$ cat config.mk
export PLATFORM = sky130hd
export DESIGN_NAME = framed_packet_receiver
export DESIGN_NICKNAME = d
export VERILOG_FILES = /design/src/hw/rtl/fpr_pkg.sv /design/src/hw/rtl/fpr_mem.sv /design/src/hw/rtl/fpr_crc.sv /design/src/hw/rtl/framed_packet_receiver.sv
export SDC_FILE = /design/constraint.sdc
export NUM_CORES = 1
export LEC_CHECK = 0
export BUFFER_PORTS_ARGS = -buffer_cell sky130_fd_sc_hd__buf_4
export CAP_MARGIN = 20
export CORE_MARGIN = 2
export CORE_UTILIZATION = 36
export CTS_CLUSTER_DIAMETER = 80
export DETAILED_ROUTE_END_ITERATION = 16
export PLACE_DENSITY = 0.6
export SETUP_SLACK_MARGIN = 0.02
export SYNTH_ARGS = -nofsm -noshare
export SYNTH_HDL_FRONTEND = slang
export SYNTH_SLANG_ARGS = --single-unit
$ cat constraint.sdc
create_clock -name clk -period 11.15 [get_ports clk]
set_clock_uncertainty 0.1 [all_clocks]
set_input_delay 1.115 -clock clk [delete_from_list [all_inputs] [get_ports clk]]
set_output_delay 1.115 -clock clk [all_outputs]
set_load 0.03 [all_outputs]
$ cat src/hw/rtl/fpr_pkg.sv
package fpr_pkg;
  localparam int BUFFER_DEPTH = 64;
  localparam int ADDR_W = $clog2(BUFFER_DEPTH);
  localparam int FILL_W = ADDR_W + 1;
  localparam int NEED_W = (FILL_W > 7) ? FILL_W + 1 : 8;

  localparam logic [15:0] CRC_POLY = 16'h1021;

  localparam logic [1:0] CRC_HOLD = 2'd0;
  localparam logic [1:0] CRC_CLR  = 2'd1;
  localparam logic [1:0] CRC_LOAD = 2'd2;
  localparam logic [1:0] CRC_STEP = 2'd3;

  typedef struct packed {
    logic [1:0] op;
    logic [7:0] data;
  } crc_ctrl_t;

  typedef struct packed {
    logic              wr_en;
    logic [ADDR_W-1:0] wr_addr;
    logic [7:0]        wr_data;
    logic              rd_en;
    logic [ADDR_W-1:0] rd_addr;
  } mem_ctrl_t;

  // Fold a ring position (below twice the depth) back into range.
  function automatic logic [ADDR_W-1:0] wrap(input logic [FILL_W-1:0] pos);
    logic [FILL_W-1:0] folded;
    folded = (pos >= FILL_W'(BUFFER_DEPTH)) ? pos - FILL_W'(BUFFER_DEPTH) : pos;
    return folded[ADDR_W-1:0];
  endfunction
endpackage

$ cat src/hw/rtl/fpr_mem.sv
module fpr_mem
  import fpr_pkg::*;
(
  input  logic       clk,
  input  mem_ctrl_t  ctrl,
  output logic [7:0] rd_data
);
  logic [7:0] store [BUFFER_DEPTH];

  always_ff @(posedge clk) begin
    if (ctrl.wr_en) begin
      store[ctrl.wr_addr] <= ctrl.wr_data;
    end
    if (ctrl.rd_en) begin
      rd_data <= store[ctrl.rd_addr];
    end
  end
endmodule

$ cat src/hw/rtl/fpr_crc.sv
module fpr_crc
  import fpr_pkg::*;
(
  input  logic        clk,
  input  crc_ctrl_t   ctrl,
  output logic [15:0] crc
);
  always_ff @(posedge clk) begin
    case (ctrl.op)
      CRC_CLR:  crc <= 16'h0000;
      CRC_LOAD: crc <= crc ^ {ctrl.data, 8'h00};
      CRC_STEP: crc <= crc[15] ? ({crc[14:0], 1'b0} ^ CRC_POLY) : {crc[14:0], 1'b0};
      default:  crc <= crc;
    endcase
  end
endmodule

$ cat src/hw/rtl/framed_packet_receiver.sv
// Length-prefixed frame receiver with a CRC-16/XMODEM check.
// Slave channel: one transaction per received byte; tdata holds rx_byte,
// tuser holds flush (empty the ring, ignore the byte).
// Master channel: for every input transaction, zero or more payload-byte
// results followed by one status result (tuser[1] run_end set). tlast marks
// the last payload byte of a frame. tdata carries the wrapping counters.
// The user must write max_payload_len (reset 59) via cfg_we/cfg_data only
// while the block is idle; the block does not enforce this. s_tready is high
// only in the idle state. A flush or a byte that hits a full ring goes to its
// status result without a scan. Any other byte rescans the ring from its
// oldest byte through one shared memory read port and a bit-serial CRC unit:
// a bad start byte is dropped, a header may be dropped on its length or end
// byte, else the CRC runs bit by bit over the payload, the checksum bytes are
// compared, then one payload result leaves per cycle while the output is free.
// Results leave through one output register; when the receiver stalls the
// sequencer holds in place until the register is taken.
// Reset clears the ring indices, all counters and the output valid; the
// byte store itself needs no clearing, since only filled entries are read.
module framed_packet_receiver
  import fpr_pkg::*;
(
  input  logic         clk,
  input  logic         rst,
  input  logic         s_tvalid,
  output logic         s_tready,
  input  logic [7:0]   s_tdata,   // [7:0] rx_byte
  input  logic         s_tuser,   // [0] flush
  output logic         m_tvalid,
  input  logic         m_tready,
  // [7:0] payload_byte, [13:8] payload_length, [45:14] bytes_in_count,
  // [77:46] frames_ok_count, [109:78] framing_error_count,
  // [141:110] crc_error_count, [173:142] oversized_count, [175:174] zero
  output logic [175:0] m_tdata,
  output logic [1:0]   m_tuser,   // [0] kind, [1] run_end
  output logic         m_tlast,   // frame_end
  input  logic         cfg_we,
  input  logic [5:0]   cfg_data
);
  localparam logic [3:0] ST_IDLE   = 4'd0;
  localparam logic [3:0] ST_SCAN   = 4'd1;
  localparam logic [3:0] ST_GOT_S  = 4'd2;
  localparam logic [3:0] ST_LEN    = 4'd3;
  localparam logic [3:0] ST_LCHK   = 4'd4;
  localparam logic [3:0] ST_END    = 4'd5;
  localparam logic [3:0] ST_CRC_B  = 4'd6;
  localparam logic [3:0] ST_CRC_BIT = 4'd7;
  localparam logic [3:0] ST_CK1    = 4'd8;
  localparam logic [3:0] ST_CK2    = 4'd9;
  localparam logic [3:0] ST_EMIT   = 4'd10;
  localparam logic [3:0] ST_FINISH = 4'd11;

  logic [3:0]        state, state_next;
  logic [ADDR_W-1:0] rp, rp_next;
  logic [FILL_W-1:0] fill, fill_next;
  logic [31:0]       bytes_seen, good_frames, fe_seen, ce_seen, ov_seen;
  logic              inc_bytes, inc_good, inc_fe, inc_ce, inc_ov;
  logic [5:0]        max_len;
  logic [2:0]        start, start_next;
  logic [23:0]       len, len_next;
  logic [5:0]        k, k_next;
  logic [2:0]        bit_cnt, bit_cnt_next;
  logic [7:0]        crc_hi, crc_hi_next;

  mem_ctrl_t         mem_c;
  logic [7:0]        rd_data;
  logic [FILL_W-1:0] rd_off;
  crc_ctrl_t         crc_c;
  logic [15:0]       crc;

  logic              slot_free;
  logic              emit_pay, emit_stat;
  logic [5:0]        len6;
  logic [FILL_W-1:0] len_f;
  logic [NEED_W-1:0] need;

  fpr_mem u_mem (.clk(clk), .ctrl(mem_c), .rd_data(rd_data));
  fpr_crc u_crc (.clk(clk), .ctrl(crc_c), .crc(crc));

  assign s_tready  = (state == ST_IDLE);
  assign slot_free = !m_tvalid || m_tready;
  assign len6      = len[5:0];
  assign len_f     = FILL_W'(len6);
  assign need      = NEED_W'(len6) + NEED_W'(5);

  always_comb begin
    state_next   = state;
    rp_next      = rp;
    fill_next    = fill;
    start_next   = start;
    len_next     = len;
    k_next       = k;
    bit_cnt_next = bit_cnt;
    crc_hi_next  = crc_hi;
    inc_bytes    = 1'b0;
    inc_good     = 1'b0;
    inc_fe       = 1'b0;
    inc_ce       = 1'b0;
    inc_ov       = 1'b0;
    emit_pay     = 1'b0;
    emit_stat    = 1'b0;
    rd_off       = '0;
    mem_c.wr_en   = 1'b0;
    mem_c.wr_addr = wrap(FILL_W'(rp) + fill);
    mem_c.wr_data = s_tdata;
    mem_c.rd_en   = 1'b0;
    crc_c.op      = CRC_HOLD;
    crc_c.data    = rd_data;

    case (state)
      ST_IDLE: begin
        if (s_tvalid) begin
          if (s_tuser) begin
            // flush: empty the ring, no counter moves
            rp_next    = '0;
            fill_next  = '0;
            state_next = ST_FINISH;
          end else if (fill == FILL_W'(BUFFER_DEPTH)) begin
            // ring full: restart it with just this byte, no scan
            inc_bytes     = 1'b1;
            mem_c.wr_en   = 1'b1;
            mem_c.wr_addr = '0;
            rp_next       = '0;
            fill_next     = FILL_W'(1);
            state_next    = ST_FINISH;
          end else begin
            inc_bytes   = 1'b1;
            mem_c.wr_en = 1'b1;
            fill_next   = fill + FILL_W'(1);
            state_next  = ST_SCAN;
          end
        end
      end
      ST_SCAN: begin
        if (fill == '0) begin
          state_next = ST_FINISH;
        end else begin
          mem_c.rd_en = 1'b1;
          rd_off      = '0;
          state_next  = ST_GOT_S;
        end
      end
      ST_GOT_S: begin
        if (rd_data != 8'd2 && rd_data != 8'd3 && rd_data != 8'd4) begin
          inc_fe     = 1'b1;
          rp_next    = wrap(FILL_W'(rp) + FILL_W'(1));
          fill_next  = fill - FILL_W'(1);
          state_next = ST_SCAN;
        end else if (fill < FILL_W'(rd_data[2:0])) begin
          state_next = ST_FINISH;
        end else begin
          start_next  = rd_data[2:0];
          len_next    = '0;
          k_next      = 6'd1;
          mem_c.rd_en = 1'b1;
          rd_off      = FILL_W'(1);
          state_next  = ST_LEN;
        end
      end
      ST_LEN: begin
        // shift in one big-endian length byte
        len_next = {len[15:0], rd_data};
        if (k == 6'(start - 3'd1)) begin
          state_next = ST_LCHK;
        end else begin
          k_next      = k + 6'd1;
          mem_c.rd_en = 1'b1;
          rd_off      = FILL_W'(k + 6'd1);
        end
      end
      ST_LCHK: begin
        if ((start == 3'd2 && len == 24'd0) ||
            (start == 3'd3 && len < 24'd255) ||
            (start == 3'd4 && len < 24'd65535)) begin
          inc_fe     = 1'b1;
          rp_next    = wrap(FILL_W'(rp) + FILL_W'(1));
          fill_next  = fill - FILL_W'(1);
          state_next = ST_SCAN;
        end else if (len > 24'(max_len)) begin
          inc_ov     = 1'b1;
          rp_next    = wrap(FILL_W'(rp) + FILL_W'(1));
          fill_next  = fill - FILL_W'(1);
          state_next = ST_SCAN;
        end else if (NEED_W'(fill) < need) begin
          state_next = ST_FINISH;
        end else begin
          // only a two-byte header gets here; fetch the end byte
          mem_c.rd_en = 1'b1;
          rd_off      = len_f + FILL_W'(4);
          state_next  = ST_END;
        end
      end
      ST_END: begin
        if (rd_data != 8'd3) begin
          inc_fe     = 1'b1;
          rp_next    = wrap(FILL_W'(rp) + FILL_W'(1));
          fill_next  = fill - FILL_W'(1);
          state_next = ST_SCAN;
        end else begin
          crc_c.op    = CRC_CLR;
          k_next      = '0;
          mem_c.rd_en = 1'b1;
          rd_off      = FILL_W'(2);
          state_next  = ST_CRC_B;
        end
      end
      ST_CRC_B: begin
        crc_c.op     = CRC_LOAD;
        bit_cnt_next = '0;
        state_next   = ST_CRC_BIT;
      end
      ST_CRC_BIT: begin
        crc_c.op     = CRC_STEP;
        bit_cnt_next = bit_cnt + 3'd1;
        if (bit_cnt == 3'd7) begin
          k_next      = k + 6'd1;
          mem_c.rd_en = 1'b1;
          if (k + 6'd1 == len6) begin
            rd_off     = len_f + FILL_W'(2);
            state_next = ST_CK1;
          end else begin
            rd_off     = FILL_W'(k) + FILL_W'(3);
            state_next = ST_CRC_B;
          end
        end
      end
      ST_CK1: begin
        crc_hi_next = rd_data;
        mem_c.rd_en = 1'b1;
        rd_off      = len_f + FILL_W'(3);
        state_next  = ST_CK2;
      end
      ST_CK2: begin
        if (crc != {crc_hi, rd_data}) begin
          inc_ce     = 1'b1;
          rp_next    = wrap(FILL_W'(rp) + FILL_W'(1));
          fill_next  = fill - FILL_W'(1);
          state_next = ST_SCAN;
        end else begin
          inc_good    = 1'b1;
          k_next      = '0;
          mem_c.rd_en = 1'b1;
          rd_off      = FILL_W'(2);
          state_next  = ST_EMIT;
        end
      end
      ST_EMIT: begin
        // hand out one payload byte per free output slot
        if (slot_free) begin
          emit_pay = 1'b1;
          if (k + 6'd1 == len6) begin
            rp_next    = wrap(FILL_W'(rp) + len_f + FILL_W'(5));
            fill_next  = fill - len_f - FILL_W'(5);
            state_next = ST_SCAN;
          end else begin
            k_next      = k + 6'd1;
            mem_c.rd_en = 1'b1;
            rd_off      = FILL_W'(k) + FILL_W'(3);
          end
        end
      end
      ST_FINISH: begin
        if (slot_free) begin
          emit_stat  = 1'b1;
          if (fill == '0) begin
            rp_next = '0;
          end
          state_next = ST_IDLE;
        end
      end
      default: state_next = ST_IDLE;
    endcase
    mem_c.rd_addr = wrap(FILL_W'(rp) + rd_off);
  end

  always_ff @(posedge clk) begin
    if (rst) begin
      state       <= ST_IDLE;
      rp          <= '0;
      fill        <= '0;
      bytes_seen  <= '0;
      good_frames <= '0;
      fe_seen     <= '0;
      ce_seen     <= '0;
      ov_seen     <= '0;
      max_len     <= 6'd59;
      m_tvalid    <= 1'b0;
    end else begin
      state <= state_next;
      rp    <= rp_next;
      fill  <= fill_next;
      if (inc_bytes) bytes_seen  <= bytes_seen + 32'd1;
      if (inc_good)  good_frames <= good_frames + 32'd1;
      if (inc_fe)    fe_seen     <= fe_seen + 32'd1;
      if (inc_ce)    ce_seen     <= ce_seen + 32'd1;
      if (inc_ov)    ov_seen     <= ov_seen + 32'd1;
      if (cfg_we)    max_len     <= cfg_data;
      if (emit_pay || emit_stat) begin
        m_tvalid <= 1'b1;
      end else if (m_tready) begin
        m_tvalid <= 1'b0;
      end
    end
  end

  // payload side: no reset needed
  always_ff @(posedge clk) begin
    start   <= start_next;
    len     <= len_next;
    k       <= k_next;
    bit_cnt <= bit_cnt_next;
    crc_hi  <= crc_hi_next;
    if (emit_pay || emit_stat) begin
      m_tdata <= {2'b00, ov_seen, ce_seen, fe_seen, good_frames, bytes_seen,
                  emit_pay ? len6 : 6'd0, emit_pay ? rd_data : 8'd0};
      m_tuser <= {emit_stat, emit_pay};
      m_tlast <= emit_pay && (k + 6'd1 == len6);
    end
  end
endmodule

==> results of run 1 <==
[flip-flops by register name, summed over array words and instances, names as in the netlist, 3 cells and up]
| register | flops |
|---|---|
| m_tdata | 174 |
| u_crc.crc | 16 |
| fill | 7 |
| rp | 6 |
| crc_hi | 8 |
| start | 3 |
| k | 6 |
| ce_seen | 32 |
| bytes_seen | 32 |
| bit_cnt | 3 |
| max_len | 6 |
| len | 24 |
| u_mem.rd_data | 8 |
| u_mem.store | 512 |
| fe_seen | 32 |
| state | 4 |
| good_frames | 32 |
| ov_seen | 32 |
[worst paths after layout]
| path | from | endpoint | slack [ps] | cells after the start |
|---|---|---|---|---|
| worst max register to register | len[2] | u_mem.rd_data[2] | 3460 | 20 |
| worst min register to register | bytes_seen[4] | m_tdata[18] | 340 | 0 |
| worst max-delay path | len[2] | u_mem.rd_data[2] | 3460 | 20 |
| worst min-delay path | bytes_seen[4] | m_tdata[18] | 340 | 0 |
[cell families after synthesis]
logic type | share of synthesized area, %
flops | 66.3
mux | 8.29
xor+xnor | 4.48
other cells | 0.00941
compound gates | 5.17
simple gates | 11.0
fa+ha+maj | 2.40
buf+inv | 2.36
[critical path: stages, from the launching register on]
cell and delay, ps:
edfxtp_1 630, inv_1 270, ha_1 250, a21oi_1 210
nor2_1 80, xnor2_1 130, ha_1 320, a21o_1 190
a211oi_1 690, a2111oi_2 190, o21ai_0 200, o211ai_1 150
ha_4 200, fa_4 1430, buf_4 790, mux4_2 430
mux4_2 550, inv_1 140, o2111ai_1 130, o221ai_1 160
a2111oi_2 80
[final cells by class]
type                            instances  area, um^2
Clock inverter                         57         607
Antenna cell                            1        2.50
Multi-Input combinational cell       1647       12600
Timing Repair Buffer                  222        1700
Fill cell                           10000       63900
Sequential cell                       941       26400
Inverter                              107         403
Tap cell                             1488        1860
Clock buffer                          125        2750
[report_power, final]
| part | total (mW) | switching, mW | leakage (nW) | internal, mW |
|---|---|---|---|---|
| sequential | 4.11 | 0.153 | 8.30 | 3.96 |
| clock | 3.36 | 1.41 | 1.62 | 1.95 |
| combinational | 2.78 | 1.64 | 5.46 | 1.14 |
| total | 10.2 | 3.20 | 15.4 | 7.04 |
[synthesized netlist by cell type (7+ instances only)]
| library cell | number | area share (%) |
|---|---|---|
| edfxtp_1 | 757 | 57 |
| or3_1 | 46 | 0.72 |
| ha_1 | 70 | 2.2 |
| o21ai_0 | 79 | 0.99 |
| nand2b_1 | 13 | 0.20 |
| o221ai_1 | 9 | 0.20 |
| nand2_1 | 217 | 2.0 |
| nor4_1 | 34 | 0.53 |
| a21o_1 | 11 | 0.21 |
| xnor2_1 | 101 | 2.2 |
| buf_2 | 32 | 0.40 |
| mux4_2 | 144 | 8.1 |
| o211ai_1 | 10 | 0.19 |
| dfxtp_1 | 184 | 9.2 |
| a211oi_1 | 7 | 0.13 |
| clkbuf_1 | 71 | 0.67 |
| o22ai_1 | 9 | 0.14 |
| nand3_1 | 92 | 1.2 |
| xor2_1 | 96 | 2.1 |
| buf_4 | 7 | 0.13 |
| a21oi_1 | 102 | 1.3 |
| nor2b_1 | 14 | 0.22 |
| o2111ai_1 | 9 | 0.20 |
| nor3_1 | 47 | 0.59 |
| and4_1 | 8 | 0.18 |
| inv_1 | 105 | 0.99 |
| nor2_1 | 285 | 2.7 |
| a221oi_1 | 10 | 0.22 |
| and3_1 | 35 | 0.55 |
| nand4_1 | 43 | 0.67 |
| a22o_1 | 8 | 0.18 |
| and2_1 | 36 | 0.56 |
[routing by layer]
| metal | GRT usage [%] | share of wire (%) |
|---|---|---|
| met1 | 23.1 | 43 |
| met2 | 26.8 | 47 |
| met3 | 3.01 | 7.5 |
| met4 | 5.29 | 2.5 |
| met5 | 0 | 0 |
==> summary.txt, run 1 <==
Critical path
  – CP Launch Type: register
  – Critical Setup Path Class: register to register
  – Critical Path RT: 11450 ps
  – Worst setup EP type: register
  – Arrival time of the worst setup path: 7990 ps
  – Crit path max fanout: 61

STA
  – Final setup margin: 3460 ps
  – Fmax: 0.130 GHz
  – Hold Slack: 342 ps
  – Endpoints failing hold: 0
  – Setup TNS Final: 0 ps
  – RSZ-0062 raised after global routing: no
  – Fin crit period: 7690 ps
  – Finish-stage setup viols: 0
  – Actual slew at the worst max-slew pin: 1100 ps
  – Slew Limit Fails: 0
  – Final period util: 69.0%
  – Max-slew headroom: 26.3%

Placed design
  – Dpl hpwl: 60100 um
  – Place WS: 3480 ps
  – Placed Area: 42900 um^2
  – Gp weighted congestion: 0.873
  – # port buffers: 198
  – Cell total after placement: 4402

Synthesis
  – YS warnings: 0
  – Synth Flop Type: edfxtp_1
  – Avg Inst Size Synth: 14.2 um^2
  – Syn Inst Count: 2813
  – Netlist cell types: 87
  – Post-synth EDFFs: 757
  – Fraction of registers with async set/reset: 0%
  – Yosys reg bits: 941
  – Sequential share of the synthesized area: 66.3%
  – Synthesized area: 39900 um^2

Flow run
  – Max-cap violations: 0

Global route
  – Global-route wire length before repair: 145000 um
  – Total GRT Usage: 16.7%
  – Grt ovf: 0
  – Initial antenna violation count: 1
  – Vias in the first global route: 23400
  – Largest net degree at the start of global routing: 178

Die
  – DIE HEIGHT: 337 um
  – Die width: 337 um
  – Floorplan row count: 122
  – Core area: 110000 um^2
  – Top Ports: 201
  – Initial core utilization: 36.2%
  – Die Area: 113000 um^2

Layout
  – Area Growth Syn to Fin: 16.2%
  – Fin cells: 4588
  – Most common cell after layout, fill and taps aside: edfxtp_1
  – Final #Nets: 3113
  – Most frequent cells in the layout: edfxtp_1, nor2_1, buf_4
  – Post-Route Utilization: 42.0%
  – Share of cells above drive strength 1: 18.2%
  – Post-Layout Inst Area: 46300 um^2

Clocking
  – # clock sinks: 941
  – CTS tree: yes
  – Postcts setup bufs: 0
  – CTS clk-pin slew, worst paths: 60 ps
  – Post_cts resized: 0
  – Worst-skew pair later-pin latency: 680 ps
  – Longest Clk Path Bufs: 3
  – CTS H-tree depth: 3
  – TritonCTS buffer count: 100
  – CTS Hold Buffers Added: 0
  – CTS root buf: clkbuf_16

Route
  – Drt total wl: 95600 um
  – Vias post-DR: 24000
  – Number of iterations in the first detailed-routing pass: 8
  – DRC: 0
  – Avg Vias per Cell: 5.23
  – DRT antenna net count: 0
  – Routed len/inst: 20.8 um
  – 1st-iter DRT viols: 2079

Hold path
  – HP Class: register to register

Power and ir drop
  – Leakage: 15.4 nW
  – VDD IR max: 0.195 mV
  – Tot Pwr: 10.2 mW
  – Pwr Density: 221 nW/um^2

Outcome
  – Outcome: complete, no violations
Power figures use the tool's default switching activity.
==> inputs of run 2 (changes only) <==
- PLACE_DENSITY: 0.6 -> 0.61
- clock period: 11.15 -> 6.6 ns (I/O delays scaled with it)
==> summary.txt, run 2 (synthesis results as in run 1) <==
Critical path
  – Arrival time of the worst setup path: 6470 ps
  – R2r setup slk: 440 ps
  – Worst setup EP type: register
  – Slowest stage delay, CP: 940 ps
  – CP bufs+invs: 4
  – Critical Setup Path Class: register to register
  – Crit path cell chain: ha_1, a21oi_1, nor2_1, xnor2_1, ha_1, a21o_1, a211oi_1, buf_4, a2111oi_2, o21ai_0, o211ai_1, ha_4, fa_4, buf_12, buf_12, mux4_2, nand2_1, nand2_1, o21ai_0, buf_4, nand3_1, a221oi_1, a2111oi_2
  – CP Launch Type: register
  – Crit path max fanout: 20
  – Critical Path RT: 6910 ps
  – Critical-path top delay cell: fa_4
  – CP top delay family: compound AO/OA/AOI/OAI gates

Die
  – Floorplan row count: 122
  – Top Ports: 201
  – DIE HEIGHT: 337 um
  – Die width: 337 um
  – Initial core utilization: 36.2%
  – Die Area: 113000 um^2
  – Core area: 110000 um^2

Route
  – Number of iterations in the first detailed-routing pass: 7
  – Routed len/inst: 20.1 um
  – Vias post-DR: 24000
  – Drt total wl: 93200 um
  – Avg Vias per Cell: 5.19
  – DRC: 0
  – 1st-iter DRT viols: 2026
  – DRT antenna net count: 0

Global route
  – Largest net degree at the start of global routing: 104
  – Vias in the first global route: 23200
  – Grt ovf: 0
  – Global-route wire length before repair: 141000 um
  – Total GRT Usage: 16.2%
  – Initial antenna violation count: 0

Power and ir drop
  – Leakage: 15.6 nW
  – Pwr Density: 379 nW/um^2
  – VDD IR max: 0.324 mV
  – Tot Pwr: 17.7 mW

Layout
  – Max reg flops: 512
  – Top Registers: u_mem.store x512, m_tdata x174
  – Multi-input gate area: 12600 um^2
  – Antenna diodes: 0
  – Top reg by flops: u_mem.store
  – Final #Nets: 3149
  – Area Growth Syn to Fin: 17.4%
  – Sequential cell area: 26400 um^2
  – Most common cell after layout, fill and taps aside: edfxtp_1
  – Share of cells above drive strength 1: 19.4%
  – Most frequent cells in the layout: edfxtp_1, nor2_1, buf_4
  – Fill count: 9991

STA
  – Fin crit period: 6160 ps
  – RSZ-0062 raised after global routing: no
  – Setup TNS Final: 0 ps
  – Slew Limit Fails: 0
  – Final period util: 93.3%
  – Endpoints failing hold: 0
  – Fmax: 0.162 GHz
  – Max-slew headroom: 22.7%
  – Actual slew at the worst max-slew pin: 1160 ps
  – Finish-stage setup viols: 0

Clocking
  – TritonCTS buffer count: 100
  – Post_cts resized: 0
  – Postcts setup bufs: 0
  – Worst-skew pair later-pin latency: 690 ps
  – CTS root buf: clkbuf_16
  – CTS tree: yes
  – CTS Hold Buffers Added: 0
  – CTS H-tree depth: 3
  – # clock sinks: 941
  – Longest Clk Path Bufs: 3
  – CTS clk-pin slew, worst paths: 60 ps

Placed design
  – Gp weighted congestion: 0.874
  – Dpl hpwl: 59900 um
  – # port buffers: 198

Outcome
  – Outcome: complete, no violations

Hold path
  – HP Class: input port to register

Flow run
  – Max-cap violations: 0
run 2: cell count changes in the layout (fill, tap and decap cells not counted), sizes merged:
cell,delta
buf,+36
clkbuf,-7
clkinv,+7
bufinv,+4
clkinvlp,+3
diode,-1
inv,+1
run 2: through the flow:
stage	util, %	cells	hold slack, ps	cell area, um^2	setup WS [ps]
after floorplan	-	2814	306	39900	685
after global placement	39.3	4438	320	43300	559
after detailed placement	39.3	4438	321	43300	502
after CTS	42.4	4628	60.5	46800	432
after global routing	42.5	4631	84.0	46800	26.9
final	42.5	4631	114	46800	443
run 2: power breakdown:
| part | internal (mW) | total (mW) | leakage, nW | switching (mW) |
|---|---|---|---|---|
| clock network | 3.36 | 5.81 | 1.66 | 2.45 |
| registers | 6.68 | 6.92 | 8.30 | 0.240 |
| logic | 2.15 | 5.02 | 5.67 | 2.86 |
| total | 12.2 | 17.7 | 15.6 | 5.55 |
run 2: worst min-delay path: stages:
cell and delay [ps]:
buf_4 80, mux2i_1 50, nand2_1 60
run 2: layout make-up:
type,instances,area share (%)
inverter,107,0.861
sequential,941,56.4
clock inverter,72,1.79
clock buffer,118,5.60
tap,1488,3.98
multi-input combinational,1647,26.9
timing repair buffer,258,4.49
run 2: metal layers:
layer	vias up	share of wire, %	global-route usage, %
met5	-	0	0
met2	842	47	25.9
met3	171	6.6	2.90
met1	12000	44	22.5
li1	11100	-	-
met4	0	2.7	4.89
run 2: worst paths after layout:
| kind | to | startpoint | depth (start not counted) |
|---|---|---|---|
| worst min register to register | m_tdata[45] | bytes_seen[31] | 0 |
| worst min-delay path | max_len[0] | cfg_data[0] | 3 |
| worst max-delay path | u_mem.rd_data[2] | len[1] | 23 |
| worst max register to register | u_mem.rd_data[2] | len[1] | 23 |
